$ cat src/design/bnpe_pkg.sv
// ----------------------------------------------------------------------------
// bnpe_pkg
// Shared types, constants and the cosine table builder for the estimator.
// ----------------------------------------------------------------------------
package bnpe_pkg;

    // fixed-point format of the three result values
    localparam int FRAC_BITS = 16;
    // default number of cosine table steps over a quarter turn
    localparam int COS_DEPTH_DEF = 1024;

    localparam logic [14:0] HALF_PI_Q14 = 15'd25736;
    localparam logic [14:0] HALF_PI_Q14_HALF = 15'd12868;
    localparam logic [63:0] HALF_PI_Q30 = 64'd1686629713;
    localparam logic [63:0] ONE_Q30 = 64'd1073741824;
    localparam logic [23:0] OUT_MAX = 24'hFFFFFF;

    // reciprocal of 3217 (25736 / 8) with 40 fraction bits, exact for 28-bit dividends
    localparam logic [28:0] IDX_RECIP = 29'(((64'd1 << 40) + 64'd3216) / 64'd3217);

    // configuration register indexes
    localparam logic [1:0] REG_NEEDLE_LENGTH = 2'd0;
    localparam logic [1:0] REG_THROWS_PER_BLOCK = 2'd1;
    localparam logic [1:0] REG_NUMBER_OF_BLOCKS = 2'd2;

    // finished block handed from the front to the back
    typedef struct packed {
        logic [16:0] hits;
        logic [15:0] len;
        logic [15:0] tpb;
    } t_blk;

    // request to the shared divider
    typedef struct packed {
        logic        start;
        logic [63:0] dividend;
        logic [17:0] divisor;
    } t_div_req;

    // reply from the shared divider
    typedef struct packed {
        logic        done;
        logic [63:0] quot;
        logic [17:0] rem;
    } t_div_rsp;

    typedef enum logic [3:0] {
        ST_IDLE,
        ST_PROD,
        ST_EST_GO,
        ST_EST_WAIT,
        ST_ACC,
        ST_MEAN_GO,
        ST_MEAN_WAIT,
        ST_M2,
        ST_MSQ_GO,
        ST_MSQ_WAIT,
        ST_DIFF,
        ST_VAR_GO,
        ST_VAR_WAIT,
        ST_ROOT,
        ST_EMIT
    } t_bk_state;

    // cosine of angle x (Q30) by a truncated Taylor series, clamped to [0, 1]
    function automatic logic [30:0] cos_entry(input logic [63:0] x);
        logic [63:0] x2;
        logic [63:0] term;
        logic signed [64:0] acc;
        x2 = (x * x) >> 30;
        term = ONE_Q30;
        acc = 65'(ONE_Q30);
        term = ((term * x2) >> 30) / 64'd2;   acc = acc - 65'(term);
        term = ((term * x2) >> 30) / 64'd12;  acc = acc + 65'(term);
        term = ((term * x2) >> 30) / 64'd30;  acc = acc - 65'(term);
        term = ((term * x2) >> 30) / 64'd56;  acc = acc + 65'(term);
        term = ((term * x2) >> 30) / 64'd90;  acc = acc - 65'(term);
        term = ((term * x2) >> 30) / 64'd132; acc = acc + 65'(term);
        term = ((term * x2) >> 30) / 64'd182; acc = acc - 65'(term);
        term = ((term * x2) >> 30) / 64'd240; acc = acc + 65'(term);
        term = ((term * x2) >> 30) / 64'd306; acc = acc - 65'(term);
        term = ((term * x2) >> 30) / 64'd380; acc = acc + 65'(term);
        if (acc < 0) begin
            acc = '0;
        end
        if (acc > 65'(ONE_Q30)) begin
            acc = 65'(ONE_Q30);
        end
        return 31'(acc);
    endfunction

endpackage

$ cat src/design/bnpe_fifo.sv
// ----------------------------------------------------------------------------
// bnpe_fifo
// Short queue of finished blocks between the front and the back.
// ----------------------------------------------------------------------------
module bnpe_fifo
    import bnpe_pkg::*;
(
    input  logic i_clk,
    input  logic i_rst_n,
    input  logic i_push,
    input  t_blk i_blk,
    output logic o_full,
    input  logic i_pop,
    output logic o_empty,
    output t_blk o_blk
);

    t_blk       r_mem [4];
    logic [1:0] r_wp, r_rp;
    logic [2:0] r_cnt;

    assign o_full = r_cnt[2];
    assign o_empty = (r_cnt == '0);
    assign o_blk = r_mem[r_rp];

    // storage
    always_ff @(posedge i_clk) begin
        if (i_push) begin
            r_mem[r_wp] <= i_blk;
        end
    end

    // pointers and fill count
    always_ff @(posedge i_clk) begin
        if (!i_rst_n) begin
            r_wp <= '0;
            r_rp <= '0;
            r_cnt <= '0;
        end else begin
            if (i_push) begin
                r_wp <= r_wp + 2'd1;
            end
            if (i_pop) begin
                r_rp <= r_rp + 2'd1;
            end
            r_cnt <= r_cnt + 3'(i_push) - 3'(i_pop);
        end
    end

endmodule

$ cat config.mk
export PLATFORM = sky130hd
export DESIGN_NAME = bnpe_fifo
export DESIGN_NICKNAME = d
export VERILOG_FILES = /design/src/design/bnpe_pkg.sv /design/src/design/bnpe_fifo.sv
export SDC_FILE = /design/constraint.sdc
export NUM_CORES = 1
export LEC_CHECK = 0
export BUFFER_PORTS_ARGS = -buffer_cell sky130_fd_sc_hd__buf_4
export CAP_MARGIN = 20
export CORE_ASPECT_RATIO = 1.2
export CORE_MARGIN = 2
export CORE_UTILIZATION = 45
export DETAILED_ROUTE_END_ITERATION = 10
export GPL_TIMING_DRIVEN = 0
export SLEW_MARGIN = 0
export SYNTH_ARGS = -nofsm -noshare
export SYNTH_HDL_FRONTEND = slang
export SYNTH_SLANG_ARGS = --single-unit
export TNS_END_PERCENT = 5
$ cat constraint.sdc
create_clock -name i_clk -period 3.5 [get_ports i_clk]
set_input_delay 0.7 -clock i_clk [delete_from_list [all_inputs] [get_ports i_clk]]
set_output_delay 0.7 -clock i_clk [all_outputs]
set_load 0.01 [all_outputs]
======== After elaboration in Yosys (flattened, before gate mapping) ========
Memories as Yosys holds them, arrays and structs flattened. A register that Yosys moved wholly into a read port is not among the register bits.
Index checks and enable logic that the tools add are counted.
cells by class
  $add $sub $neg .......................... 4
  reductions and logical operators ........ 1
  multiplexer cells ....................... 4
operator list
  kind                                          number
  adder 2 x 1 -> 2 bit (second input constant)  2
  two-way mux 2 bit                             2
  adder 3 x 1 -> 3 bit                          1
  logical NOT 3 bit                             1
  subtractor 3 x 1 -> 3 bit                     1
  two-way mux 1 bit                             2
storage, ports and cells
  memories kept ........................... 1
  logic and storage cells ................. 13
  flip-flop bits (word level) ............. 7
  input port bits ......................... 53
  memory bits (writable) .................. 196
  output and inout bits ................... 51
memory list
  name   depth  bits a word  read ports  clocked after Yosys merged registers in  wr ports  RTL line         source
  r_mem  4      49           1           1                                        1         bnpe_fifo.sv:18  t_blk r_mem [4];

======== Depth between registers and ports, before layout ========
  depth in word-level cells ............... 3
  depth in mapped cells ................... 7
  depth with buffers taken out ............ 7

======== Worst setup path after synthesis ========
Ideal clock, no wire load.
  path type ............................... input to register
  start point ............................. input i_push
  end point ............................... memory r_mem[0][0] in the netlist's numbering (enable)
  slack ................................... 1.216 ns
  arrival time ............................ 1.872 ns
  stages on the path ...................... 1
  library setup time ...................... 0.411 ns
  required time ........................... 3.089 ns
  buffers on the path ..................... 0
  cell sequence ........................... and2_1
on the way
  cells in the longest elaborated chain, start to end .. 2
ends and longest elaborated chain
  item                                     RTL line         source
  from (decl)                              bnpe_fifo.sv:10  input logic i_push,
  two-way mux 1 bit                        bnpe_fifo.sv:28  if (i_push) begin
  two-way mux 1 bit (not written as such)  bnpe_fifo.sv:29  r_mem[r_wp] <= i_blk;
  to (decl)                                bnpe_fifo.sv:18
No other way between the ends.

==> out/metrics.yaml <==
outcome: "completed"
syn_inst: 298
tns_ps: 0
period_share_pct: 77.48
drv_cap: 0
finalWeightedCongestion: 0.6823
vias: 3333
crit_path_top_delay_cell: "dfxtp_1"
antennaDiodeCount: 0
grt_pass1_vias: 3743
regArea_um2: 6066
fmax_ghz: 0.3688
cp.required_ps: 2800
insertion_delay_ps: 480
synth_warnings: 0
worstMarginPinSlew_ps: 816.3
post_drt_wl_per_cell_um: 20.03
hold_viol: 0
io_pins: 104
comb_power_share_pct: 10.9
worst-setup-path-type: "flip-flop to primary output"
p_leak_nw: 3.158
antenna_found_initial: 0
start_util_pct: 46.09
p_sw_share_pct: 20.49
fill_cells: 1251
dieArea_um2: 17790
ant_nets: 0
synth_xor_area_share_pct: 0.5484
synthSimpleGateAreaFrac_pct: 0.9141
grt.total_usage_pct: 15.22
cts_buffer_depth: 3
via_per_inst: 5.136
worst_r2r_path_depth: 3
grt_max_degree: 50
rsz0062_at_grt: "false"
path_depth: 4
numPlacedInstances: 613
portBuffers: 103
synthMuxAreaShare_pct: 14.89
yosysUniqueCellTypes: 21
critical_path.max_stage_delay_ps: 380
drive_above_1_share_pct: 43.71
routed_wl_um: 13000
power.internal_mw: 4.429
nets: 483
netlist_area_um2: 7528
clock-root-buffer: "clkbuf_16"
areaGrowthSynthToFinish_pct: 22.70
pwr-share-seq_pct: 51.2
path_cells: "buf_2 -> buf_2 -> mux4_2 -> buf_4"
timing.critical_path.buf_inv: 3
die_width_um: 122.1
fin_skew_ps: 13.00
cts.htree.levels: 1
yosys.area_share.adder_pct: 1.263
grt.overflow.total: 0
crit_fanout: 10
chipHeight_um: 145.7
ir_drop_mv: 0.3405
clock_sinks: 205
postLayoutCellArea_um2: 9238
p_sw_mw: 1.141
cts_hold_buf: 0
synth_compound_area_share_pct: 0.1994
cp_top_family: "buffers and inverters"
num_rows: 51
clkPwrFrac_pct: 37.8
multi_input_area_um2: 1351
hpwl_um: 7562
synth-seq-area-share_pct: 80.57
cts.reportedPaths.clkPinSlew_ps: 60
instances_no_fill: 649
hold_slack_ps: 418.2
cts_buffers: 20
cp_common_cell: "buf_2"
core-area_um2: 16340
cts_resized: 0
synth_area_per_cell_um2: 25.26
ys_ff_latch: 205
hold_class: "input port to flip-flop"
power.density_nw_per_um2: 603.0
cp-start-kind: "flip-flop"
route.detailed.drc: 0
slew_viol_final: 0
min_path_cells: 1
period_minus_slack_ps: 2712
syn_nets: 358
drtIter0Drc: 242
cts_tree: "yes"
worst_slack_ps: 788.2
drtPass1Iterations: 4
synth_top_family_by_area: "multiplexers"
dpl-instance-area_um2: 8577
setup_viol: 0
critPathArrivalTime_ps: 2010
pre_cts_ws_ps: 1259
setup.worst_path.end_class: "primary output"
postCtsSetupBuffers: 0
grt_first_pass_wirelength_um: 20290
maxSlewHeadroom_pct: 45.58
-- Yosys cell counts --
cell type / count / share of area (%)
dfxtp_1: 9 / 2.4
buf_4: 3 / 0.30
buf_1: 3 / 0.15
edfxtp_1: 196 / 78
nor2_1: 5 / 0.25
inv_1: 7 / 0.35
buf_12: 2 / 0.53
xor3_1: 1 / 0.32
nor3_1: 1 / 0.066
buf_2: 2 / 0.13
and2_1: 6 / 0.50
buf_6: 1 / 0.15
xnor2_1: 2 / 0.23
nand3b_1: 1 / 0.10
mux4_2: 47 / 14
mux2i_1: 1 / 0.13
a21oi_1: 1 / 0.066
a21bo_2: 1 / 0.13
mux4_1: 2 / 0.70
fa_1: 1 / 0.27
ha_1: 6 / 1.0
-- cells in the final DEF, fill, tap and decap left out, types with 2 or more instances in the layout --
| cell | netlist | routed |
|---|---|---|
| clkinv_1 | 0 | 4 |
| clkinv_2 | 0 | 2 |
| clkbuf_8 | 0 | 2 |
| clkbuf_1 | 0 | 4 |
| dfxtp_1 | 9 | 9 |
| inv_1 | 7 | 7 |
| xnor2_1 | 2 | 2 |
| buf_4 | 3 | 106 |
| mux4_1 | 2 | 2 |
| and2_1 | 6 | 2 |
| ha_1 | 6 | 6 |
| mux4_2 | 47 | 47 |
| and2_4 | 0 | 4 |
| buf_1 | 3 | 3 |
| edfxtp_1 | 196 | 196 |
| buf_2 | 2 | 2 |
| bufinv_16 | 0 | 2 |
| nor2_1 | 5 | 5 |
| clkbuf_16 | 0 | 21 |
| buf_12 | 2 | 2 |
-- sequential cells by signal, summed over array words and instances (netlist names), named ones only --
register  cells
r_mem       196
r_cnt         3
r_rp          2
r_wp          2
-- final timing paths --
path / slack, ps / startpoint / to
setup / recovery: 790 / flip-flop / o_blk[44]
hold / removal: 420 / i_blk[0] / r_mem[0][0]$_DFFE_PP_
setup reg to reg: 1830 / r_wp[0]$_SDFFE_PN0P_ / r_mem[2][6]$_DFFE_PP_
hold reg to reg: 550 / r_rp[1]$_SDFFE_PN0P_ / flip-flop
-- power groups by stage --
stage | Sequential (mW) | Clock [mW] | Combinational [mW]
after floorplan | 2.90 | 0 | 0.334
after global placement | 2.91 | 0 | 0.608
after detailed placement | 2.91 | 0 | 0.625
after CTS | 2.85 | 2.16 | 0.627
after global routing | 2.86 | 2.25 | 0.662
final | 2.85 | 2.11 | 0.610
-- logic make-up (layout without fill, tap and decap cells) --
family,Yosys count,after routing
flip-flops,205,205
multiplexers,50,50
XOR/XNOR,3,3
AND/OR/NAND/NOR,13,13
AO/OA/AOI/OAI,2,2
adder cells (fa/ha/maj),7,7
buffers and inverters,18,157
-- layer usage --
metal	wire [µm]	part of all wire, %	GRT usage, %
met1	5172	40	18.61
met2	6905	53	27.15
met3	684	5.3	3.252
met4	239	1.8	4.253
met5	0	0	0
-- area by class of cell --
type | count | area share, %
buffer | 11 | 1.029
clock buffer | 27 | 6.149
clock inverter | 9 | 1.002
inverter | 7 | 0.2844
multi-input combinational | 75 | 14.63
sequential | 205 | 65.66
tap | 212 | 2.871
timing repair buffer | 103 | 8.371
-- metrics by stage --
stage | utilization, % | total power, mW
after floorplan | - | 3.234
after global placement | 52.44 | 3.514
after detailed placement | 52.50 | 3.532
after CTS | 56.55 | 5.644
after global routing | 56.55 | 5.774
final | 56.55 | 5.570
Power figures use the tool's default switching activity.
