**src/design/bnpe_pkg.sv**
```systemverilog
// ----------------------------------------------------------------------------
// bnpe_pkg
// Shared types, constants and the cosine table builder for the estimator.
// ----------------------------------------------------------------------------
package bnpe_pkg;

    // fixed-point format of the three result values
    localparam int FRAC_BITS = 16;
    // default number of cosine table steps over a quarter turn
    localparam int COS_DEPTH_DEF = 1024;

    localparam logic [14:0] HALF_PI_Q14 = 15'd25736;
    localparam logic [14:0] HALF_PI_Q14_HALF = 15'd12868;
    localparam logic [63:0] HALF_PI_Q30 = 64'd1686629713;
    localparam logic [63:0] ONE_Q30 = 64'd1073741824;
    localparam logic [23:0] OUT_MAX = 24'hFFFFFF;

    // reciprocal of 3217 (25736 / 8) with 40 fraction bits, exact for 28-bit dividends
    localparam logic [28:0] IDX_RECIP = 29'(((64'd1 << 40) + 64'd3216) / 64'd3217);

    // configuration register indexes
    localparam logic [1:0] REG_NEEDLE_LENGTH = 2'd0;
    localparam logic [1:0] REG_THROWS_PER_BLOCK = 2'd1;
    localparam logic [1:0] REG_NUMBER_OF_BLOCKS = 2'd2;

    // finished block handed from the front to the back
    typedef struct packed {
        logic [16:0] hits;
        logic [15:0] len;
        logic [15:0] tpb;
    } t_blk;

    // request to the shared divider
    typedef struct packed {
        logic        start;
        logic [63:0] dividend;
        logic [17:0] divisor;
    } t_div_req;

    // reply from the shared divider
    typedef struct packed {
        logic        done;
        logic [63:0] quot;
        logic [17:0] rem;
    } t_div_rsp;

    typedef enum logic [3:0] {
        ST_IDLE,
        ST_PROD,
        ST_EST_GO,
        ST_EST_WAIT,
        ST_ACC,
        ST_MEAN_GO,
        ST_MEAN_WAIT,
        ST_M2,
        ST_MSQ_GO,
        ST_MSQ_WAIT,
        ST_DIFF,
        ST_VAR_GO,
        ST_VAR_WAIT,
        ST_ROOT,
        ST_EMIT
    } t_bk_state;

    // cosine of angle x (Q30) by a truncated Taylor series, clamped to [0, 1]
    function automatic logic [30:0] cos_entry(input logic [63:0] x);
        logic [63:0] x2;
        logic [63:0] term;
        logic signed [64:0] acc;
        x2 = (x * x) >> 30;
        term = ONE_Q30;
        acc = 65'(ONE_Q30);
        term = ((term * x2) >> 30) / 64'd2;   acc = acc - 65'(term);
        term = ((term * x2) >> 30) / 64'd12;  acc = acc + 65'(term);
        term = ((term * x2) >> 30) / 64'd30;  acc = acc - 65'(term);
        term = ((term * x2) >> 30) / 64'd56;  acc = acc + 65'(term);
        term = ((term * x2) >> 30) / 64'd90;  acc = acc - 65'(term);
        term = ((term * x2) >> 30) / 64'd132; acc = acc + 65'(term);
        term = ((term * x2) >> 30) / 64'd182; acc = acc - 65'(term);
        term = ((term * x2) >> 30) / 64'd240; acc = acc + 65'(term);
        term = ((term * x2) >> 30) / 64'd306; acc = acc - 65'(term);
        term = ((term * x2) >> 30) / 64'd380; acc = acc + 65'(term);
        if (acc < 0) begin
            acc = '0;
        end
        if (acc > 65'(ONE_Q30)) begin
            acc = 65'(ONE_Q30);
        end
        return 31'(acc);
    endfunction

endpackage

```
**src/design/bnpe_back.sv**
```systemverilog
// ----------------------------------------------------------------------------
// bnpe_back
// Block statistics sequencer: estimate, running mean, blocking error, output.
// ----------------------------------------------------------------------------
module bnpe_back
    import bnpe_pkg::*;
(
    input  logic        i_clk,
    input  logic        i_rst_n,
    input  logic        i_q_empty,
    input  t_blk        i_blk,
    output logic        o_pop,
    output t_div_req    o_div_req,
    input  t_div_rsp    i_div_rsp,
    output logic        o_valid,
    input  logic        i_ready,
    output logic [23:0] o_block_estimate,
    output logic [23:0] o_running_mean,
    output logic [23:0] o_running_error,
    output logic [15:0] o_block_number,
    output logic        o_no_hits
);

    t_bk_state   r_state, n_state;
    t_blk        r_blk;
    logic [31:0] r_prod;
    logic [23:0] r_est, r_mean, r_err;
    logic        r_flag;
    logic [47:0] r_estsq, r_m2;
    logic [39:0] r_sum;
    logic [63:0] r_sq, r_msq, r_diff;
    logic [15:0] r_n;
    logic [63:0] r_rv, r_res, r_bit;
    logic [4:0]  r_rcnt;
    logic        r_ov;
    logic [63:0] w_rtry;
    logic        w_rge;
    logic        w_emit;
    logic [17:0] w_half;

    // one square root step
    always_comb begin
        w_rtry = r_res + r_bit;
        w_rge = r_rv >= w_rtry;
        w_half = 18'(r_n - (r_n >> 1));
    end

    // next state
    always_comb begin
        n_state = r_state;
        unique case (r_state)
            ST_IDLE:      if (!i_q_empty) n_state = ST_PROD;
            ST_PROD:      n_state = (r_blk.hits == '0) ? ST_ACC : ST_EST_GO;
            ST_EST_GO:    n_state = ST_EST_WAIT;
            ST_EST_WAIT:  if (i_div_rsp.done) n_state = ST_ACC;
            ST_ACC:       n_state = ST_MEAN_GO;
            ST_MEAN_GO:   n_state = ST_MEAN_WAIT;
            ST_MEAN_WAIT: if (i_div_rsp.done) n_state = (r_n > 16'd1) ? ST_M2 : ST_EMIT;
            ST_M2:        n_state = ST_MSQ_GO;
            ST_MSQ_GO:    n_state = ST_MSQ_WAIT;
            ST_MSQ_WAIT:  if (i_div_rsp.done) n_state = ST_DIFF;
            ST_DIFF:      n_state = ST_VAR_GO;
            ST_VAR_GO:    n_state = ST_VAR_WAIT;
            ST_VAR_WAIT:  if (i_div_rsp.done) n_state = ST_ROOT;
            ST_ROOT:      if (r_rcnt == 5'd31) n_state = ST_EMIT;
            ST_EMIT:      if (!r_ov || i_ready) n_state = ST_IDLE;
            default:      n_state = ST_IDLE;
        endcase
    end

    // state outputs: queue pop, divider requests and result emit
    always_comb begin
        o_pop = 1'b0;
        w_emit = 1'b0;
        o_div_req = '{start: 1'b0, dividend: '0, divisor: '0};
        unique case (r_state)
            ST_IDLE: o_pop = !i_q_empty;
            ST_EST_GO: o_div_req = '{start: 1'b1,
                                     dividend: {30'd0, r_prod, 2'b00} + 64'(r_blk.hits),
                                     divisor: {r_blk.hits, 1'b0}};
            ST_MEAN_GO: o_div_req = '{start: 1'b1,
                                      dividend: 64'(r_sum) + 64'(r_n >> 1),
                                      divisor: 18'(r_n)};
            ST_MSQ_GO: o_div_req = '{start: 1'b1, dividend: r_sq, divisor: 18'(r_n)};
            ST_VAR_GO: o_div_req = '{start: 1'b1,
                                     dividend: r_diff + 64'((r_n - 16'd1) >> 1),
                                     divisor: 18'(r_n - 16'd1)};
            ST_EMIT: w_emit = !r_ov || i_ready;
            default: o_pop = 1'b0;
        endcase
    end

    // control registers
    always_ff @(posedge i_clk) begin
        if (!i_rst_n) begin
            r_state <= ST_IDLE;
            r_ov <= 1'b0;
            r_n <= '0;
            r_sum <= '0;
            r_sq <= '0;
        end else begin
            r_state <= n_state;
            if (w_emit) begin
                r_ov <= 1'b1;
            end else if (i_ready) begin
                r_ov <= 1'b0;
            end
            if (r_state == ST_ACC) begin
                r_n <= r_n + 16'd1;
                r_sum <= r_sum + 40'(r_est);
            end
            if (r_state == ST_MEAN_GO) begin
                r_sq <= r_sq + 64'(r_estsq);
            end
        end
    end

    // datapath registers
    always_ff @(posedge i_clk) begin
        unique case (r_state)
            ST_IDLE: r_blk <= i_blk;
            ST_PROD: begin
                r_prod <= 32'(r_blk.len) * 32'(r_blk.tpb);
                r_flag <= (r_blk.hits == '0);
                r_est <= OUT_MAX;
            end
            ST_EST_WAIT: if (i_div_rsp.done) begin
                r_est <= (i_div_rsp.quot > 64'(OUT_MAX)) ? OUT_MAX : i_div_rsp.quot[23:0];
            end
            ST_ACC: r_estsq <= 48'(r_est) * 48'(r_est);
            ST_MEAN_WAIT: if (i_div_rsp.done) begin
                r_mean <= (i_div_rsp.quot > 64'(OUT_MAX)) ? OUT_MAX : i_div_rsp.quot[23:0];
                r_err <= '0;
            end
            ST_M2: r_m2 <= 48'(r_mean) * 48'(r_mean);
            ST_MSQ_WAIT: if (i_div_rsp.done) begin
                r_msq <= i_div_rsp.quot + 64'(i_div_rsp.rem >= w_half);
            end
            ST_DIFF: r_diff <= (r_msq > 64'(r_m2)) ? r_msq - 64'(r_m2) : '0;
            ST_VAR_WAIT: if (i_div_rsp.done) begin
                r_rv <= i_div_rsp.quot;
                r_res <= '0;
                r_bit <= 64'd1 << 62;
                r_rcnt <= '0;
            end
            ST_ROOT: begin
                if (w_rge) begin
                    r_rv <= r_rv - w_rtry;
                    r_res <= (r_res >> 1) + r_bit;
                end else begin
                    r_res <= r_res >> 1;
                end
                r_bit <= r_bit >> 2;
                r_rcnt <= r_rcnt + 5'd1;
            end
            ST_EMIT: r_err <= (r_res > 64'(OUT_MAX)) ? r_err : r_err;
            default: r_rcnt <= r_rcnt;
        endcase
        if (r_state == ST_ROOT && r_rcnt == 5'd31) begin
            if (w_rge) begin
                r_err <= (((r_res >> 1) + r_bit) > 64'(OUT_MAX)) ? OUT_MAX
                         : 24'((r_res >> 1) + r_bit);
            end else begin
                r_err <= ((r_res >> 1) > 64'(OUT_MAX)) ? OUT_MAX : 24'(r_res >> 1);
            end
        end
    end

    // output register
    always_ff @(posedge i_clk) begin
        if (w_emit) begin
            o_block_estimate <= r_est;
            o_running_mean <= r_mean;
            o_running_error <= r_err;
            o_block_number <= r_n;
            o_no_hits <= r_flag;
        end
    end

    assign o_valid = r_ov;

endmodule

```
**config.mk**
```make
export PLATFORM = sky130hd
export DESIGN_NAME = bnpe_back
export DESIGN_NICKNAME = d
export VERILOG_FILES = /design/src/design/bnpe_pkg.sv /design/src/design/bnpe_back.sv
export SDC_FILE = /design/constraint.sdc
export NUM_CORES = 2
export LEC_CHECK = 0
export BUFFER_PORTS_ARGS = -buffer_cell sky130_fd_sc_hd__buf_2
export CAP_MARGIN = 20
export CORE_ASPECT_RATIO = 1.5
export CORE_UTILIZATION = 53
export DETAILED_ROUTE_END_ITERATION = 8
export PLACE_DENSITY = 0.84
export SYNTH_ARGS = -nofsm -noshare
export SYNTH_HDL_FRONTEND = slang
export SYNTH_SLANG_ARGS = --single-unit
```
**constraint.sdc**
```tcl
create_clock -name i_clk -period 11.4 [get_ports i_clk]
set_input_delay 2.28 -clock i_clk [delete_from_list [all_inputs] [get_ports i_clk]]
set_output_delay 2.28 -clock i_clk [all_outputs]
set_load 0.005 [all_outputs]
```
---- After elaboration in Yosys (flattened, before gate mapping) ----
Cells that the tools add are included.
storage, ports and cells
  word-level logic and storage cells ...... 126
  bits in registers ....................... 789
  input bits .............................. 136
  output and inout bits ................... 174
cells by class
  multipliers ............................. 3
  equality and inequality tests ........... 23
  reductions and logical operators ........ 18
  muxes and demuxes ....................... 34
  add/sub/neg operators ................... 15
  magnitude comparators ................... 7
operators by type and width
  cell                                                              count
  case mux 64 bit (2 select lines)                                  3
  case mux 83 bit (4 select lines)                                  1
  2-to-1 mux 64 bit                                                 5
  2-to-1 mux 24 bit                                                 8
  greater-than comparator 64 x 24 -> 1 bit (second input constant)  2
  multiplier 24 x 24 -> 48 bit                                      2
  adder 63 x 64 -> 64 bit                                           1
  adder 64 x 1 -> 64 bit                                            1
  adder 64 x 48 -> 64 bit                                           1
  adder 64 x 63 -> 64 bit                                           1
  adder 64 bit                                                      1
  >= comparator 64 bit                                              1
  greater-than comparator 64 x 48 -> 1 bit                          1
  subtractor 64 x 48 -> 64 bit                                      1
  subtractor 64 bit                                                 1
  greater-than comparator 63 x 24 -> 1 bit (second input constant)  1
  case mux 4 bit (15 select lines)                                  1
  case mux 24 bit (2 select lines)                                  1
  adder 40 x 15 -> 41 bit                                           1
  adder 40 x 24 -> 40 bit                                           1
  adder 34 x 17 -> 35 bit                                           1
  subtractor 16 x 1 -> 17 bit (second input constant)               2
  multiplier 16 x 16 -> 32 bit                                      1
  2-to-1 mux 4 bit                                                  8
  other kinds (25)                                                  53

---- Depth between registers and ports, before layout ----
  depth after elaboration ................. 5
  gate-level depth with buffers ........... 34
  depth with buffers taken out ............ 34

---- Least setup slack after synthesis ----
OpenSTA, ideal clock, no wires.
  path kind ............................... input to register
  start ................................... input port i_div_rsp[82] (netlist bit)
  end ..................................... register r_rv[0], enable pin
  setup slack ............................. -137 ps
  stages on the path ...................... 3
  required time ........................... 10973 ps
  path buffers ............................ 0
  setup time .............................. 427 ps
  arrival ................................. 11110 ps
  cells stage by stage .................... nor2_1 nor3_1 o21a_1
between the ends
  word-level cells in the longest chain between the ends .. 2
RTL lines
  element                        line              RTL
  from (decl)                    bnpe_back.sv:14   input t_div_rsp i_div_rsp,
  != test 2 bit (no line)        n/a
  AND reduction 3 bit (no line)  n/a
  to (signal assigned)           bnpe_back.sv:141  r_rv <= i_div_rsp.quot;
  to (signal assigned)           bnpe_back.sv:148  r_rv <= r_rv - w_rtry;
  to (decl)                      bnpe_back.sv:33   logic [63:0] r_rv, r_res, r_bit;
Every way passes these cells.
A chain may end at the register's enable or synchronous reset.

==> results.txt <==
f_max = 102.5 MHz
first-pass GRT wire length = 422900 um
CORE AREA = 171100 um^2
Synth cell types = 94
nets@finish = 12020
WS Path Type = register to output pin
hold crit path type = register to register
ANT nets after route = 0
DP Area = 95120 um^2
die extent in x = 340.8 um
clock slew at reported path FFs = 70 ps
Worst IR Drop VDD = 1938 uV
# resized after CTS = 0
CTS tree = built
Ys Warns = 0
Maximum Capacitance Violations = 0
Mapped Area = 91260 um^2
RSZ-0062 raised after global routing = false
die area = 173900 um^2
WP buf/inv = 3
crit start category = register
Initial DRC Count = 5998
crit end category = output pin
Comb pwr share = 72.8%
top post-synthesis cells by area = fa_1 23%, edfxtp_1 21%, ha_1 12%
slowest CP cell = dfxtp_1
Slew @ Worst Pin = 1145 ps
Setup violations, final = 0
sw power = 13.31 mW
Critical Path AT = 7480 ps
critical path, cell by cell = inv_1 -> ha_1 -> a21boi_0 -> nand2_1 -> xnor2_1 -> ha_1 -> o211ai_1 -> o21ai_0 -> o31ai_1 -> o21ai_0 -> a21oi_1 -> o311ai_0 -> buf_2 -> a31oi_1 -> o21ai_0 -> a31oi_1 -> o21ai_0 -> o221ai_1 -> xor2_1 -> o21ai_0 -> buf_2
grt ovf = 0
Multi-input gate area = 62670 um^2
port buffer count = 309
fill count = 14450
Synth area leader = fa_1
antenna violations before repair = 21
crit share post-route = 85.60%
met2 Resource Use GR = 54.62%
vias in the first global route = 77810
Rows = 186
Flop pwr share = 16.3%
Worst EP required = 9120 ps
starting density of the core = 53.35%
GR Util met3 = 4.840%
failing checks = DRC
final wirelength = 273500 um
final setup skew = 49.29 ps
Crit path top cell by count = o21ai_0
Synth Net Count = 11870
Hold-fix buffers, CTS = 0
outcome = complete, but fails checks
dpl ws = 2433 ps
GP Congestion = 1.010
1st-pass router iterations = 9
Post-CTS Setup Bufs = 0
Slew headroom = 23.63%
cell area after layout = 98230 um^2
min Tclk post-route = 9759 ps
non-filler instance count after layout = 12310
via count = 73530
DP HPWL = 214200 um
Post-synth ARST share = 0%
fin util = 57.42%
DR DRC count = 6
CP peak stage delay = 620 ps
LEAKAGE = 45.82 nW
top_reg_cell synth = edfxtp_1
sequential cell area fraction in the yosys report = 23.47%
sequential cell area = 21420 um^2
die height = 510.2 um
Vias/cell = 5.975
Syn Inst Count = 9817
Placed Cells = 12140
Max clock buf depth = 3
DR WL/cell = 22.22 um
critical path peak fanout = 10
Mean Syn Cell Area = 9.296 um^2
Clk pwr share = 10.9%
Clock Tree Root = clkbuf_16
clk_lat worst skew = 740 ps
post-synth top area share = 22.90%
H-Tree Depth = 3
busiest layer in global routing = met2
Final WS setup = 1641 ps
met1 global-route usage = 35.05%
clk sink count = 755
pin count of the biggest net entering global routing = 85
Sum Neg Setup Slack = 0 ps
final-report max-slew violation count = 0
CTS buffer count = 85
switching share of power = 46.61%
final hold vios = 0
All-Layer GR Usage = 31.42%
synthesized flop and latch total = 755
Area Overhead vs Synth = 7.630%
crit-path leading delay family = compound AO/OA/AOI/OAI gates
layout cells sized above 1 = 6.561%
io pins = 310
power per cell area = 290.8 nW/um^2
P_int = 15.25 mW
Post-synth EDFFs = 630
==> layout make-up <==
cell class | count | share of cell area (%)
clock buffer | 103 | 2.332
sequential | 755 | 21.81
antenna | 7 | 0.01783
multi-input combinational | 7129 | 63.80
inverter | 1610 | 6.156
tap | 2256 | 2.874
timing repair buffer | 390 | 2.211
clock inverter | 57 | 0.8038
==> per-stage QoR <==
step / total power [mW] / hold slack (ps)
6_report: 28.56 / 419.4
3_5_place_dp: 25.27 / 405.2
4_1_cts: 28.73 / 420.2
2_1_floorplan: 20.55 / 400.3
5_1_grt: 31.21 / 425.5
3_3_place_gp: 24.66 / 405.0
==> registers in the layout, summed over array words and instances (netlist names), 4 cells and up <==
register	cells
r_err	24
r_diff	64
r_est	24
o_block_estimate	24
r_msq	64
r_prod	32
r_m2	47
r_n	16
r_rcnt	5
r_mean	24
r_res	64
r_sum	40
o_running_error	24
o_block_number	16
r_state	4
r_bit	32
r_blk	49
o_running_mean	24
r_sq	64
r_rv	64
r_estsq	47
==> routing by layer <==
metal	up-vias	share of wire (%)
met5	-	0.020
met4	6	7.9
met3	1091	7.8
met2	3497	49
met1	36150	35
li1	32790	-
==> power groups by stage <==
stage	logic, mW	registers (mW)	clock network [mW]
5_1_grt	23.3	4.67	3.21
3_5_place_dp	20.6	4.70	0
2_1_floorplan	16.1	4.45	0
4_1_cts	21.0	4.64	3.13
3_3_place_gp	20.0	4.69	0
6_report	20.8	4.65	3.10
==> placed cells by master (no fill, tap or decap), drive strengths merged, types with 125 or more instances in the layout <==
master  count
nand2    1031
xnor2     403
nor2      482
nand3     155
edfxtp    630
xor2      261
buf       389
nand2b    125
a21oi     496
a21o      219
fa       1044
inv      1615
ha        869
and2      406
dfxtp     125
o21ai     420
==> cell families (layout without fill, tap and decap cells) <==
logic type / Yosys count / in the layout / share of synthesized area (%)
buffers and inverters: 1933 / 2160 / 7.981
flip-flops: 755 / 755 / 23.47
multiplexers: 38 / 38 / 0.4373
AND/OR/NAND/NOR: 2768 / 2768 / 14.66
other: 0 / 7 / 0
adder cells (fa/ha/maj): 1913 / 1913 / 34.81
XOR/XNOR: 664 / 664 / 6.372
AO/OA/AOI/OAI: 1746 / 1746 / 12.27
==> synth_stat cells, drive strengths merged, types with 125 or more instances <==
| cell type | n |
|---|---|
| a21o | 219 |
| o21ai | 420 |
| xor2 | 261 |
| inv | 1608 |
| nand2b | 125 |
| dfxtp | 125 |
| nand2 | 1031 |
| xnor2 | 403 |
| nor2 | 482 |
| nand3 | 155 |
| fa | 1044 |
| and2 | 406 |
| ha | 869 |
| clkbuf | 297 |
| a21oi | 496 |
| edfxtp | 630 |
==> worst paths after layout <==
check,start,endpoint,slack [ps],depth (start not counted)
max,r_n[2]$_SDFFE_PN0P_,o_div_req[81],1640,21
min,r_err[13]$_SDFFCE_PN0P_,o_running_error[13]$_DFFE_PP_,420,0
max reg2reg,r_mean[8]$_DFFE_PP_,r_m2[44]$_DFFE_PP_,2290,28
min reg2reg,r_err[13]$_SDFFCE_PN0P_,o_running_error[13]$_DFFE_PP_,420,0
No activity file was read; power rests on OpenSTA's default activity.
