[src/design/bnpe_pkg.sv]
// ----------------------------------------------------------------------------
// bnpe_pkg
// Shared types, constants and the cosine table builder for the estimator.
// ----------------------------------------------------------------------------
package bnpe_pkg;

    // fixed-point format of the three result values
    localparam int FRAC_BITS = 16;
    // default number of cosine table steps over a quarter turn
    localparam int COS_DEPTH_DEF = 1024;

    localparam logic [14:0] HALF_PI_Q14 = 15'd25736;
    localparam logic [14:0] HALF_PI_Q14_HALF = 15'd12868;
    localparam logic [63:0] HALF_PI_Q30 = 64'd1686629713;
    localparam logic [63:0] ONE_Q30 = 64'd1073741824;
    localparam logic [23:0] OUT_MAX = 24'hFFFFFF;

    // reciprocal of 3217 (25736 / 8) with 40 fraction bits, exact for 28-bit dividends
    localparam logic [28:0] IDX_RECIP = 29'(((64'd1 << 40) + 64'd3216) / 64'd3217);

    // configuration register indexes
    localparam logic [1:0] REG_NEEDLE_LENGTH = 2'd0;
    localparam logic [1:0] REG_THROWS_PER_BLOCK = 2'd1;
    localparam logic [1:0] REG_NUMBER_OF_BLOCKS = 2'd2;

    // finished block handed from the front to the back
    typedef struct packed {
        logic [16:0] hits;
        logic [15:0] len;
        logic [15:0] tpb;
    } t_blk;

    // request to the shared divider
    typedef struct packed {
        logic        start;
        logic [63:0] dividend;
        logic [17:0] divisor;
    } t_div_req;

    // reply from the shared divider
    typedef struct packed {
        logic        done;
        logic [63:0] quot;
        logic [17:0] rem;
    } t_div_rsp;

    typedef enum logic [3:0] {
        ST_IDLE,
        ST_PROD,
        ST_EST_GO,
        ST_EST_WAIT,
        ST_ACC,
        ST_MEAN_GO,
        ST_MEAN_WAIT,
        ST_M2,
        ST_MSQ_GO,
        ST_MSQ_WAIT,
        ST_DIFF,
        ST_VAR_GO,
        ST_VAR_WAIT,
        ST_ROOT,
        ST_EMIT
    } t_bk_state;

    // cosine of angle x (Q30) by a truncated Taylor series, clamped to [0, 1]
    function automatic logic [30:0] cos_entry(input logic [63:0] x);
        logic [63:0] x2;
        logic [63:0] term;
        logic signed [64:0] acc;
        x2 = (x * x) >> 30;
        term = ONE_Q30;
        acc = 65'(ONE_Q30);
        term = ((term * x2) >> 30) / 64'd2;   acc = acc - 65'(term);
        term = ((term * x2) >> 30) / 64'd12;  acc = acc + 65'(term);
        term = ((term * x2) >> 30) / 64'd30;  acc = acc - 65'(term);
        term = ((term * x2) >> 30) / 64'd56;  acc = acc + 65'(term);
        term = ((term * x2) >> 30) / 64'd90;  acc = acc - 65'(term);
        term = ((term * x2) >> 30) / 64'd132; acc = acc + 65'(term);
        term = ((term * x2) >> 30) / 64'd182; acc = acc - 65'(term);
        term = ((term * x2) >> 30) / 64'd240; acc = acc + 65'(term);
        term = ((term * x2) >> 30) / 64'd306; acc = acc - 65'(term);
        term = ((term * x2) >> 30) / 64'd380; acc = acc + 65'(term);
        if (acc < 0) begin
            acc = '0;
        end
        if (acc > 65'(ONE_Q30)) begin
            acc = 65'(ONE_Q30);
        end
        return 31'(acc);
    endfunction

endpackage

[src/design/bnpe_div.sv]
// ----------------------------------------------------------------------------
// bnpe_div
// Shared restoring divider, one quotient bit per cycle.
// ----------------------------------------------------------------------------
module bnpe_div
    import bnpe_pkg::*;
(
    input  logic     i_clk,
    input  logic     i_rst_n,
    input  t_div_req i_req,
    output t_div_rsp o_rsp
);

    logic        r_busy;
    logic        r_done;
    logic [5:0]  r_cnt;
    logic [63:0] r_q;
    logic [17:0] r_rem;
    logic [17:0] r_div;
    logic [18:0] w_sh;
    logic        w_ge;

    // one trial subtraction
    always_comb begin
        w_sh = {r_rem, r_q[63]};
        w_ge = w_sh >= {1'b0, r_div};
    end

    // step control
    always_ff @(posedge i_clk) begin
        if (!i_rst_n) begin
            r_busy <= 1'b0;
            r_done <= 1'b0;
            r_cnt <= '0;
        end else begin
            r_done <= 1'b0;
            if (i_req.start) begin
                r_busy <= 1'b1;
                r_cnt <= '0;
            end else if (r_busy) begin
                r_cnt <= r_cnt + 6'd1;
                if (r_cnt == 6'd63) begin
                    r_busy <= 1'b0;
                    r_done <= 1'b1;
                end
            end
        end
    end

    // datapath
    always_ff @(posedge i_clk) begin
        if (i_req.start) begin
            r_q <= i_req.dividend;
            r_rem <= '0;
            r_div <= i_req.divisor;
        end else if (r_busy) begin
            r_q <= {r_q[62:0], w_ge};
            r_rem <= w_ge ? 18'(w_sh - {1'b0, r_div}) : w_sh[17:0];
        end
    end

    assign o_rsp = '{done: r_done, quot: r_q, rem: r_rem};

endmodule

[config.mk]
export PLATFORM = sky130hd
export DESIGN_NAME = bnpe_div
export DESIGN_NICKNAME = d
export VERILOG_FILES = /design/src/design/bnpe_pkg.sv /design/src/design/bnpe_div.sv
export SDC_FILE = /design/constraint.sdc
export NUM_CORES = 1
export LEC_CHECK = 0
export ABC_CLOCK_PERIOD_IN_PS = 4890
export BUFFER_PORTS_ARGS = -buffer_cell sky130_fd_sc_hd__clkbuf_2
export CAP_MARGIN = 30
export CELL_PAD_IN_SITES_DETAIL_PLACEMENT = 1
export CELL_PAD_IN_SITES_GLOBAL_PLACEMENT = 2
export CORE_AREA = 10 10 134 136
export DETAILED_ROUTE_END_ITERATION = 10
export DIE_AREA = 0 0 144 146
export GPL_TIMING_DRIVEN = 0
export PLACE_DENSITY = 0.92
export RECOVER_POWER = 25
export SETUP_SLACK_MARGIN = 0.2
export SYNTH_ARGS = -nofsm -noshare
export SYNTH_HDL_FRONTEND = slang
export SYNTH_SLANG_ARGS = --single-unit
export TNS_END_PERCENT = 20
[constraint.sdc]
create_clock -name i_clk -period 4.89 [get_ports i_clk]
set_input_delay 0.2445 -clock i_clk [delete_from_list [all_inputs] [get_ports i_clk]]
set_output_delay 0.2445 -clock i_clk [all_outputs]
set_load 0.02 [all_outputs]
## After elaboration in Yosys (flattened, before gate mapping)

Index checks and enable logic that the tools add are counted.
W data, S select, Z words.

- Add/sub/neg operators: 2
- $lt $le $gt $ge: 1
- Eq/ne operators: 1
- Muxes and demuxes: 7
- Bitwise operators: 2
- Reductions and logical operators: 3

Operators with widths:

| kind | number |
|---|---|
| $mux W64 | 2 |
| $ge A19 B18 Y1 | 1 |
| $mux W18 | 1 |
| $sub A18 B18 Y18 | 1 |
| $add A6 B1 Y6 const B | 1 |
| $eq A6 B6 Y1 const B | 1 |
| $mux W1 | 4 |
| $reduce_or A3 Y1 | 1 |
| $not A1 Y1 | 2 |
| $reduce_bool A2 Y1 | 1 |
| $reduce_or A2 Y1 | 1 |

- Bits in registers: 108
- Input bits: 85
- Logic and storage cells: 22

## Longest topological paths before layout

Gate-level depths: netlist of run 1.

- Depth in word-level cells: 4
- Gate-level depth with buffers: 11
- Mapped depth without buffers: 11

## Least setup slack after synthesis of run 1

No wires, ideal clock.

- Kind: reg2reg
- Start: register r_q[63]
- End: register r_rem[14]
- Data arrival time: 2,538 ps
- Data required time: 4,770 ps
- Slack: 2,232 ps
- Stages on the path, launching flop included: 12
- Cells stage by stage: edfxtp_1 -> inv_1 -> ha_1 -> inv_1 -> fa_1 -> a211oi_1 -> o211ai_1 -> a221oi_2 -> o21ai_1 -> a31oi_1 -> xnor2_1 -> o31a_1

- Cells in the longest elaborated chain, start to end: 2
- Elaborated cells between the ends (all ways): 3
- Those cells by class: add/sub (1); order compare (1); mux (1)

Ends and longest elaborated chain:

| what | RTL line | source |
|---|---|---|
| start, declared | bnpe_div.sv:17 | `logic [63:0] r_q;` |
| start signal, assigned | bnpe_div.sv:53 | `r_q <= i_req.dividend;` |
| start signal, assigned | bnpe_div.sv:57 | `r_q <= {r_q[62:0], w_ge};` |
| $sub A18 B18 Y18 / $ge A19 B18 Y1 (equally long branches) | bnpe_div.sv:58, bnpe_div.sv:26 |  |
| $mux W18 (*) | bnpe_div.sv:58 | `r_rem <= w_ge ? 18'(w_sh - {1'b0, r_div}) : w_sh[17:0];` |
| end signal, assigned | bnpe_div.sv:58 |  |
| end, declared | bnpe_div.sv:18 | `logic [17:0] r_rem;` |

Every way passes the cells marked *; elsewhere a longest branch is shown, timed or not.
A chain may end at the register's enable or synchronous reset.

## Worst setup path after layout of run 1

Same ends and word-level chain as after synthesis.

==> results.ini, run 1 <==
[drt]
final_antenna_net_count = 0
drc = 0
vias = 3989
dr.pass1.iters = 4
routed_wl_um = 16100
drt-initial-drc-count = 101
vias_per_cell = 5.08
wl_per_cell_um = 20.5

[power_and_ir_drop]
p_leak_nw = 2.77
seqPwrFrac = 0.475
p_int_mw = 1.67
netSwitchingFraction = 0.311
powerDensity_nw_per_um2 = 366
p_clk_frac = 0.292
p_comb_frac = 0.233
power_switching_uw = 752
max-vdd-ir-drop_mv = 0.170

[critical_path]
path_max_fanout = 3
critPathTopFamily = compound AO/OA/AOI/OAI gates
crit_chain = inv_1 -> ha_1 -> inv_1 -> fa_1 -> a211oi_1 -> o211ai_1 -> a221oi_2 -> o21ai_1 -> a31oi_1 -> xnor2_1 -> o31a_1
end_kind = flop
slowest_stage = edfxtp_1
critPathMostFrequentCell = inv_1
r2r_slack_ps = 1950
critPathLaunchType = flop
path_class = flop to flop
cp.arrival_ps = 3180
path_buf_inv = 2
crit_required_ps = 5120
slowest_delay_ps = 430

[synth]
ys_seq_area_frac = 0.564
synth_ff_type = edfxtp_1
ys_types = 54
synth_seq_cells = 108
synth_xor_area_frac = 0.0315
synthArstFlopShare = 0
syn-instance-count = 410
syn-num-nets = 515
synth_compound_area_frac = 0.102
yosys.area_share.simple = 0.0679
synth_fa_ha_area_frac = 0.0487
synth_top_family_by_area = multiplexers
yosysWarnings = 0
muxShareOfSynthArea = 0.155
synth_edf_count = 82
syn-cell-area_um2 = 5290
postSynthAreaPerCell_um2 = 12.9

[timing]
setup_ws_ps = 1950
timing.final.crit_share = 0.602
period_needed_ps = 2940
worst_pin_slew_ps = 1110
skew_ps = 12.9
final-hold-violation-count = 0
hold_ws_ps = 61.1
final_max_slew_viol_count = 0
relSlewSlack = 0.260
fmaxAchievable_mhz = 340
setup-violations-final = 0
timing.setup.tns_ps = 0
rsz0062_at_grt = false

[layout]
nNetsFinal = 693
seq_area_um2 = 2980
multi_input_area_um2 = 2150
area_delta_synth_final_pct = 24.9
drive_gt1_frac = 0.373
diodes = 0
fill_cells = 1723
fin_util = 0.427

[place]
gp_congestion = 0.879
dp_hpwl_um = 12800
numPortBuffers = 167
dp_worst_setup_slack_ps = 1950

[floorplan]
fp.dieH_um = 146
dieWidth_um = 144
die_area_um2 = 21000
io_pins = 168
core.rowCount = 46
start_util = 0.342
core_area_um2 = 15500

[cts]
clkTransAtPathRegs_ps = 80
ctsHoldBuffers = 0
cts_buffers = 9
clockBufferDepth = 2
cts_htree_levels = 3
post_cts_buffers = 0
insertion_delay_ps = 350
tritoncts = done
cts_root_buf = clkbuf_16
cts_resized = 0
clock_sinks = 108

[global_route]
grt_pass1_vias = 4635
antenna_found_initial = 0
grt_pass1_wl_um = 25500
grt_util_all_layers = 0.156
grt_max_degree = 65
grt_overflow = 0

[outcome]
status = finished clean

[job]
maxCapViolations = 0

[worst_hold_path]
worst_hold_path_type = input pin to flop

-- final cells by class --
cell class | count | area share
buffer | 17 | 0.0116
clock buffer | 11 | 0.0352
clock inverter | 5 | 0.00682
inverter | 23 | 0.0131
multi-input combinational | 262 | 0.325
sequential | 108 | 0.452
tap | 192 | 0.0364
timing repair buffer | 167 | 0.120
-- cells in the mapped netlist, types with 2 or more instances --
library cell / number / area share
a211oi_1: 13 / 0.018
a21o_1: 8 / 0.011
a21oi_1: 17 / 0.016
a311oi_1: 3 / 0.0050
a31oi_1: 3 / 0.0035
buf_1: 2 / 0.0014
clkbuf_1: 12 / 0.0085
dfxtp_1: 26 / 0.098
edfxtp_1: 82 / 0.47
ha_1: 19 / 0.045
inv_1: 23 / 0.016
mux2_2: 63 / 0.13
mux2i_1: 11 / 0.021
nand2_1: 19 / 0.013
nand2b_1: 4 / 0.0047
nand3_1: 4 / 0.0038
nand4_1: 6 / 0.0071
nor2_1: 29 / 0.021
nor3_1: 2 / 0.0019
o211ai_1: 3 / 0.0043
o21a_1: 2 / 0.0028
o21ai_0: 4 / 0.0038
o21ai_1: 3 / 0.0028
o21bai_1: 2 / 0.0028
o31a_1: 3 / 0.0050
o31ai_1: 2 / 0.0028
xnor2_1: 12 / 0.020
xor2_1: 7 / 0.012
-- stage by stage --
step	area (um2)	cells	total power [mW]
floorplan	5290	410	1.54
global placement	6360	769	1.73
detailed placement	6370	769	1.75
CTS	6650	785	2.46
global route	6610	785	2.55
finish	6610	785	2.42
-- flip-flops by register name, indices dropped and copies added, names as in the netlist --
name / count
r_done: 1
r_rem: 18
r_q: 64
r_div: 18
r_cnt: 6
r_busy: 1
-- placed cells by master, fill, tap and decap left out, types with 2 or more instances in the layout --
cell / instances
xnor2_1: 12
clkinv_4: 2
mux2_2: 63
o21ai_0: 4
buf_1: 2
o31a_1: 3
dfxtp_1: 26
nand2b_1: 4
a31oi_1: 3
o21a_1: 2
a311oi_1: 3
nand4_1: 6
edfxtp_1: 82
o21bai_1: 2
clkbuf_16: 9
xor2_1: 7
a21oi_1: 17
o21ai_1: 3
a211oi_1: 13
o31ai_1: 2
inv_1: 23
ha_1: 19
o211ai_1: 3
nand2_1: 18
clkbuf_2: 133
clkbuf_1: 48
nand3_1: 4
a21o_1: 8
nor3_1: 2
nor2_1: 29
mux2i_1: 11
-- power groups by stage --
stage	logic (mW)	registers, mW	clock network [mW]
after floorplan	0.294	1.24	0
after global placement	0.561	1.17	0
after detailed placement	0.578	1.17	0
after CTS	0.581	1.15	0.729
after global routing	0.622	1.16	0.765
final	0.565	1.15	0.707
-- worst register-to-register path, delay by kind of cell (launching register included) --
family | cells | cell delay [ps]
XOR/XNOR | 1 | 100
buffers and inverters | 2 | 130
flip-flops | 1 | 430
AO/OA/AOI/OAI | 6 | 1570
adder cells (fa/ha/maj) | 2 | 580
-- kinds of logic after synthesis --
logic type	Yosys count
and+or+nand+nor	75
DFF	108
adders and majority gates	20
buffers and inverters	40
AOI/OAI and AO/OA	74
xor gates and xnor gates	19
muxes	74
-- per-layer routing --
metal / global-route usage / routed length [um] / vias up
met5: 0 / 0 / -
met4: 0.0465 / 208 / 0
met3: 0.0757 / 1740 / 14
met2: 0.252 / 7680 / 142
met1: 0.176 / 6500 / 1944
li1: - / - / 1889
-- path summary, 6_finish.rpt --
check	from	to	cells past startpoint
min	i_req[2]	r_div[2]	1
min reg2reg	r_rem[4]	r_rem[4]	2
max reg2reg	r_q[63]	r_rem[14]	11
max	r_q[63]	r_rem[14]	11
Power figures use the tool's default switching activity.
==> inputs of run 2 (changes only) <==
--- a/config.mk
+++ b/config.mk
@@ -5,16 +5,17 @@
 export SDC_FILE = /design/constraint.sdc
 export NUM_CORES = 1
 export LEC_CHECK = 0
-export ABC_CLOCK_PERIOD_IN_PS = 4890
+export ABC_AREA = 1
+export ABC_CLOCK_PERIOD_IN_PS = 2500
 export BUFFER_PORTS_ARGS = -buffer_cell sky130_fd_sc_hd__clkbuf_2
 export CAP_MARGIN = 30
 export CELL_PAD_IN_SITES_DETAIL_PLACEMENT = 1
 export CELL_PAD_IN_SITES_GLOBAL_PLACEMENT = 2
-export CORE_AREA = 10 10 134 136
+export CORE_AREA = 10 10 155 157
 export DETAILED_ROUTE_END_ITERATION = 10
-export DIE_AREA = 0 0 144 146
+export DIE_AREA = 0 0 165 167
 export GPL_TIMING_DRIVEN = 0
-export PLACE_DENSITY = 0.92
+export PLACE_DENSITY = 0.86
 export RECOVER_POWER = 25
 export SETUP_SLACK_MARGIN = 0.2
 export SYNTH_ARGS = -nofsm -noshare
==> constraint.sdc (replaced) <==
create_clock -name i_clk -period 2.5 [get_ports i_clk]
set_input_delay 0.125 -clock i_clk [delete_from_list [all_inputs] [get_ports i_clk]]
set_output_delay 0.125 -clock i_clk [all_outputs]
set_load 0.02 [all_outputs]
==> results.ini, run 2 <==
[critical_path]
critPathMostFrequentCell = nand2_1
r2r_slack_ps = 430  ; -1520 ps
critPathLaunchType = flop
r2r_start = r_q[63]
cp.arrival_ps = 2330  ; -850 ps
crit_chain = inv_1 -> ha_1 -> inv_1 -> fa_2 -> inv_1 -> nor2_1 -> nor2_1 -> o21bai_2 -> nand2_1 -> nand2_1 -> nand2_1 -> nand2_1 -> nand2_1 -> nand3_1 -> nand2_1
critPathTopFamily = simple AND/OR/NAND/NOR gates
r2r_end = r_rem[14]
reg2regPathDepth = 15  ; +4
end_kind = flop
path_class = flop to flop
slowest_stage = edfxtp_1
crit_start = r_q[63]
slowest_delay_ps = 350  ; -80 ps
path_buf_inv = 3  ; +1
path_max_fanout = 3  ; unchanged
crit_required_ps = 2760  ; -2360 ps

[place]
placed_area_um2 = 6790  ; +6.6%
numPortBuffers = 167  ; unchanged
gp_congestion = 0.763  ; -13%
dp_worst_setup_slack_ps = 237  ; -1720 ps
dp_hpwl_um = 14400  ; +13%

[synth]
ys_types = 33  ; -39%
muxShareOfSynthArea = 0  ; -0.155
synth_xor_area_frac = 0.0126  ; -0.0189
syn-cell-area_um2 = 5580  ; +5.6%
yosysMostFrequentCell = nand2_1
yosysWarnings = 0  ; unchanged
synth_compound_area_frac = 0.0372  ; -0.0648
synth_seq_cells = 108  ; unchanged
synth_top_area_frac = 0.441  ; -0.0245
synth_top_family_by_area = simple AND/OR/NAND/NOR gates
synth_fa_ha_area_frac = 0.0462  ; -0.00257
syn-num-nets = 776  ; +51%
postSynthAreaPerCell_um2 = 8.32  ; -35%
synth_edf_count = 82  ; unchanged
synthArstFlopShare = 0  ; unchanged
synth_top_cells_by_count = 316 x nand2_1, 82 x edfxtp_1, 60 x inv_1
synth_ff_type = edfxtp_1
syn-instance-count = 671  ; +64%
yosys.area.top_type = edfxtp_1
yosys.area_share.simple = 0.307  ; +0.239
ys_top_cells_by_area = edfxtp_1 44%, nand2_1 21%, dfxtp_1 9.3%
ys_seq_area_frac = 0.534  ; -0.0297

[cts]
insertion_delay_ps = 360  ; about the same
cts_htree_levels = 3  ; unchanged
cts_root_buf = clkbuf_16
clockBufferDepth = 2  ; unchanged
tritoncts = done
clkTransAtPathRegs_ps = 90  ; about the same
clock_sinks = 108  ; unchanged
cts_buffers = 9  ; unchanged

[layout]
largest_register_ff_count = 64  ; unchanged
top_regs = r_q: 64 flops, r_div: 18 flops, r_rem: 18 flops
layout_commonest_cell = nand2_1
fill_cells = 2566  ; +49%
drive_gt1_frac = 0.207  ; -0.166
final_cell_mix = 315 x nand2_1, 136 x clkbuf_2, 82 x edfxtp_1
regMostFlops = r_q
seq_area_um2 = 2980  ; unchanged
final_area_um2 = 7260  ; +9.8%
nNetsFinal = 975  ; +41%
area_delta_synth_final_pct = 30.0
fin_util = 0.349  ; -0.0782
multi_input_area_um2 = 2260  ; +5.1%

[global_route]
grt_pass1_vias = 5634  ; +22%
grt_overflow = 0  ; unchanged
grt_util_all_layers = 0.137  ; -0.0184
grt_pass1_wl_um = 30000  ; +17%
antenna_found_initial = 2  ; +2
grt_max_degree = 43  ; -34%

[power_and_ir_drop]
max-vdd-ir-drop_mv = 0.301  ; +77%
powerDensity_nw_per_um2 = 599  ; +63%
power_mw = 4.34  ; +79%
p_leak_nw = 3.58  ; +29%

[floorplan]
core_area_um2 = 20800  ; +34%
io_pins = 168  ; unchanged
die_area_um2 = 27600  ; +31%
core.rowCount = 53  ; +15%
start_util = 0.268  ; -0.0735
dieWidth_um = 165  ; +15%
fp.dieH_um = 167  ; +14%

[drt]
vias_per_cell = 4.38  ; -14%
final_antenna_net_count = 0  ; unchanged
dr.pass1.iters = 4  ; unchanged
vias = 5049  ; +27%
wl_per_cell_um = 16.1  ; -22%
drc = 0  ; unchanged
drt-initial-drc-count = 220  ; +120%
routed_wl_um = 18500  ; +15%

[timing]
period_needed_ps = 2070  ; -870 ps
worst_pin_slew_ps = 716  ; -394 ps
relSlewSlack = 0.521  ; +0.261
fmaxAchievable_mhz = 482  ; +42%
skew_ps = 10.7  ; -2.17 ps
rsz0062_at_grt = false
timing.final.crit_share = 0.829  ; +0.227
setup_ws_ps = 427  ; -1520 ps
final_max_slew_viol_count = 0  ; unchanged
setup-violations-final = 0  ; unchanged
final-hold-violation-count = 0  ; unchanged

[worst_hold_path]
min_from = i_req[37]
min_path_cells = 3  ; +2
holdPathEnd = r_q[19]
worst_hold_path_type = input pin to flop

[outcome]
status = finished clean

[job]
maxCapViolations = 0  ; unchanged

run 2: cell count changes after synthesis, sizes merged, moves of 9 or more:
cell    before  now
nand3b       0   14
inv         23   62
mux2i       11    0
nand3        5   38
a211oi      13    0
mux2        63    0
a21o         9    0
buf          5   16
nand2       19  324
run 2: worst max path at each step:
stage	endpoint	depth (start not counted)
CTS	r_rem[14]	15
global placement	r_q[38]	3
detailed placement	r_q[27]	6
floorplan	r_rem[14]	14
global route	r_rem[14]	15
finish	r_rem[14]	15
run 2: worst register-to-register path, delay by kind of cell, from the launching register on:
family,cells,cell delay (ps)
AOI/OAI and AO/OA,1,220
adders and majority gates,2,430
buffers and inverters,3,230
DFF,1,350
and+or+nand+nor,9,730
run 2: per-layer routing:
layer | track usage | up-vias | wire length [um]
met3 | 0.0774 | 7 | 1890
met5 | 0 | - | 0
li1 | - | 2550 | -
met2 | 0.228 | 126 | 8910
met4 | 0.0247 | 0 | 117
met1 | 0.150 | 2366 | 7570
run 2: report_power, final:
part | switching, mW | leakage [nW] | internal, mW
clock network | 0.757 | 0.144 | 0.711
logic | 0.462 | 2.39 | 0.240
registers | 0.0770 | 1.04 | 2.10
run 2: logic make-up (layout without fill, tap and decap cells):
| logic type | Yosys count | count (layout) |
|---|---|---|
| DFF | 108 | 108 |
| adders and majority gates | 20 | 20 |
| other | 0 | 2 |
| and+or+nand+nor | 412 | 412 |
| buffers and inverters | 86 | 290 |
| xor gates and xnor gates | 8 | 8 |
| AOI/OAI and AO/OA | 37 | 37 |
run 2: area by class of cell:
class,count,share of cell area
sequential,108,0.411
multi-input combinational,477,0.311
timing repair buffer,188,0.141
tap,275,0.0474
inverter,64,0.0333
clock buffer,10,0.0316
buffer,22,0.0150
clock inverter,6,0.00897
antenna,2,0.000690
run 2: what timing repair did:
action / CTS / global route
gates resized for setup: 0 / 4
hold buffers: 19 / 0
endpoints found under the hold margin: 19 / 0
setup endpoints to repair: 0 / 6
setup buffers: 0 / 1
run 2: stage by stage:
stage               cells  hold WS (ps)  TNS, ps
detailed placement   1114           304        0
finish               1152          28.0        0
CTS                  1149          12.0        0
global route         1151          18.3        0
global placement     1113           304   -11230
floorplan             671           224        0
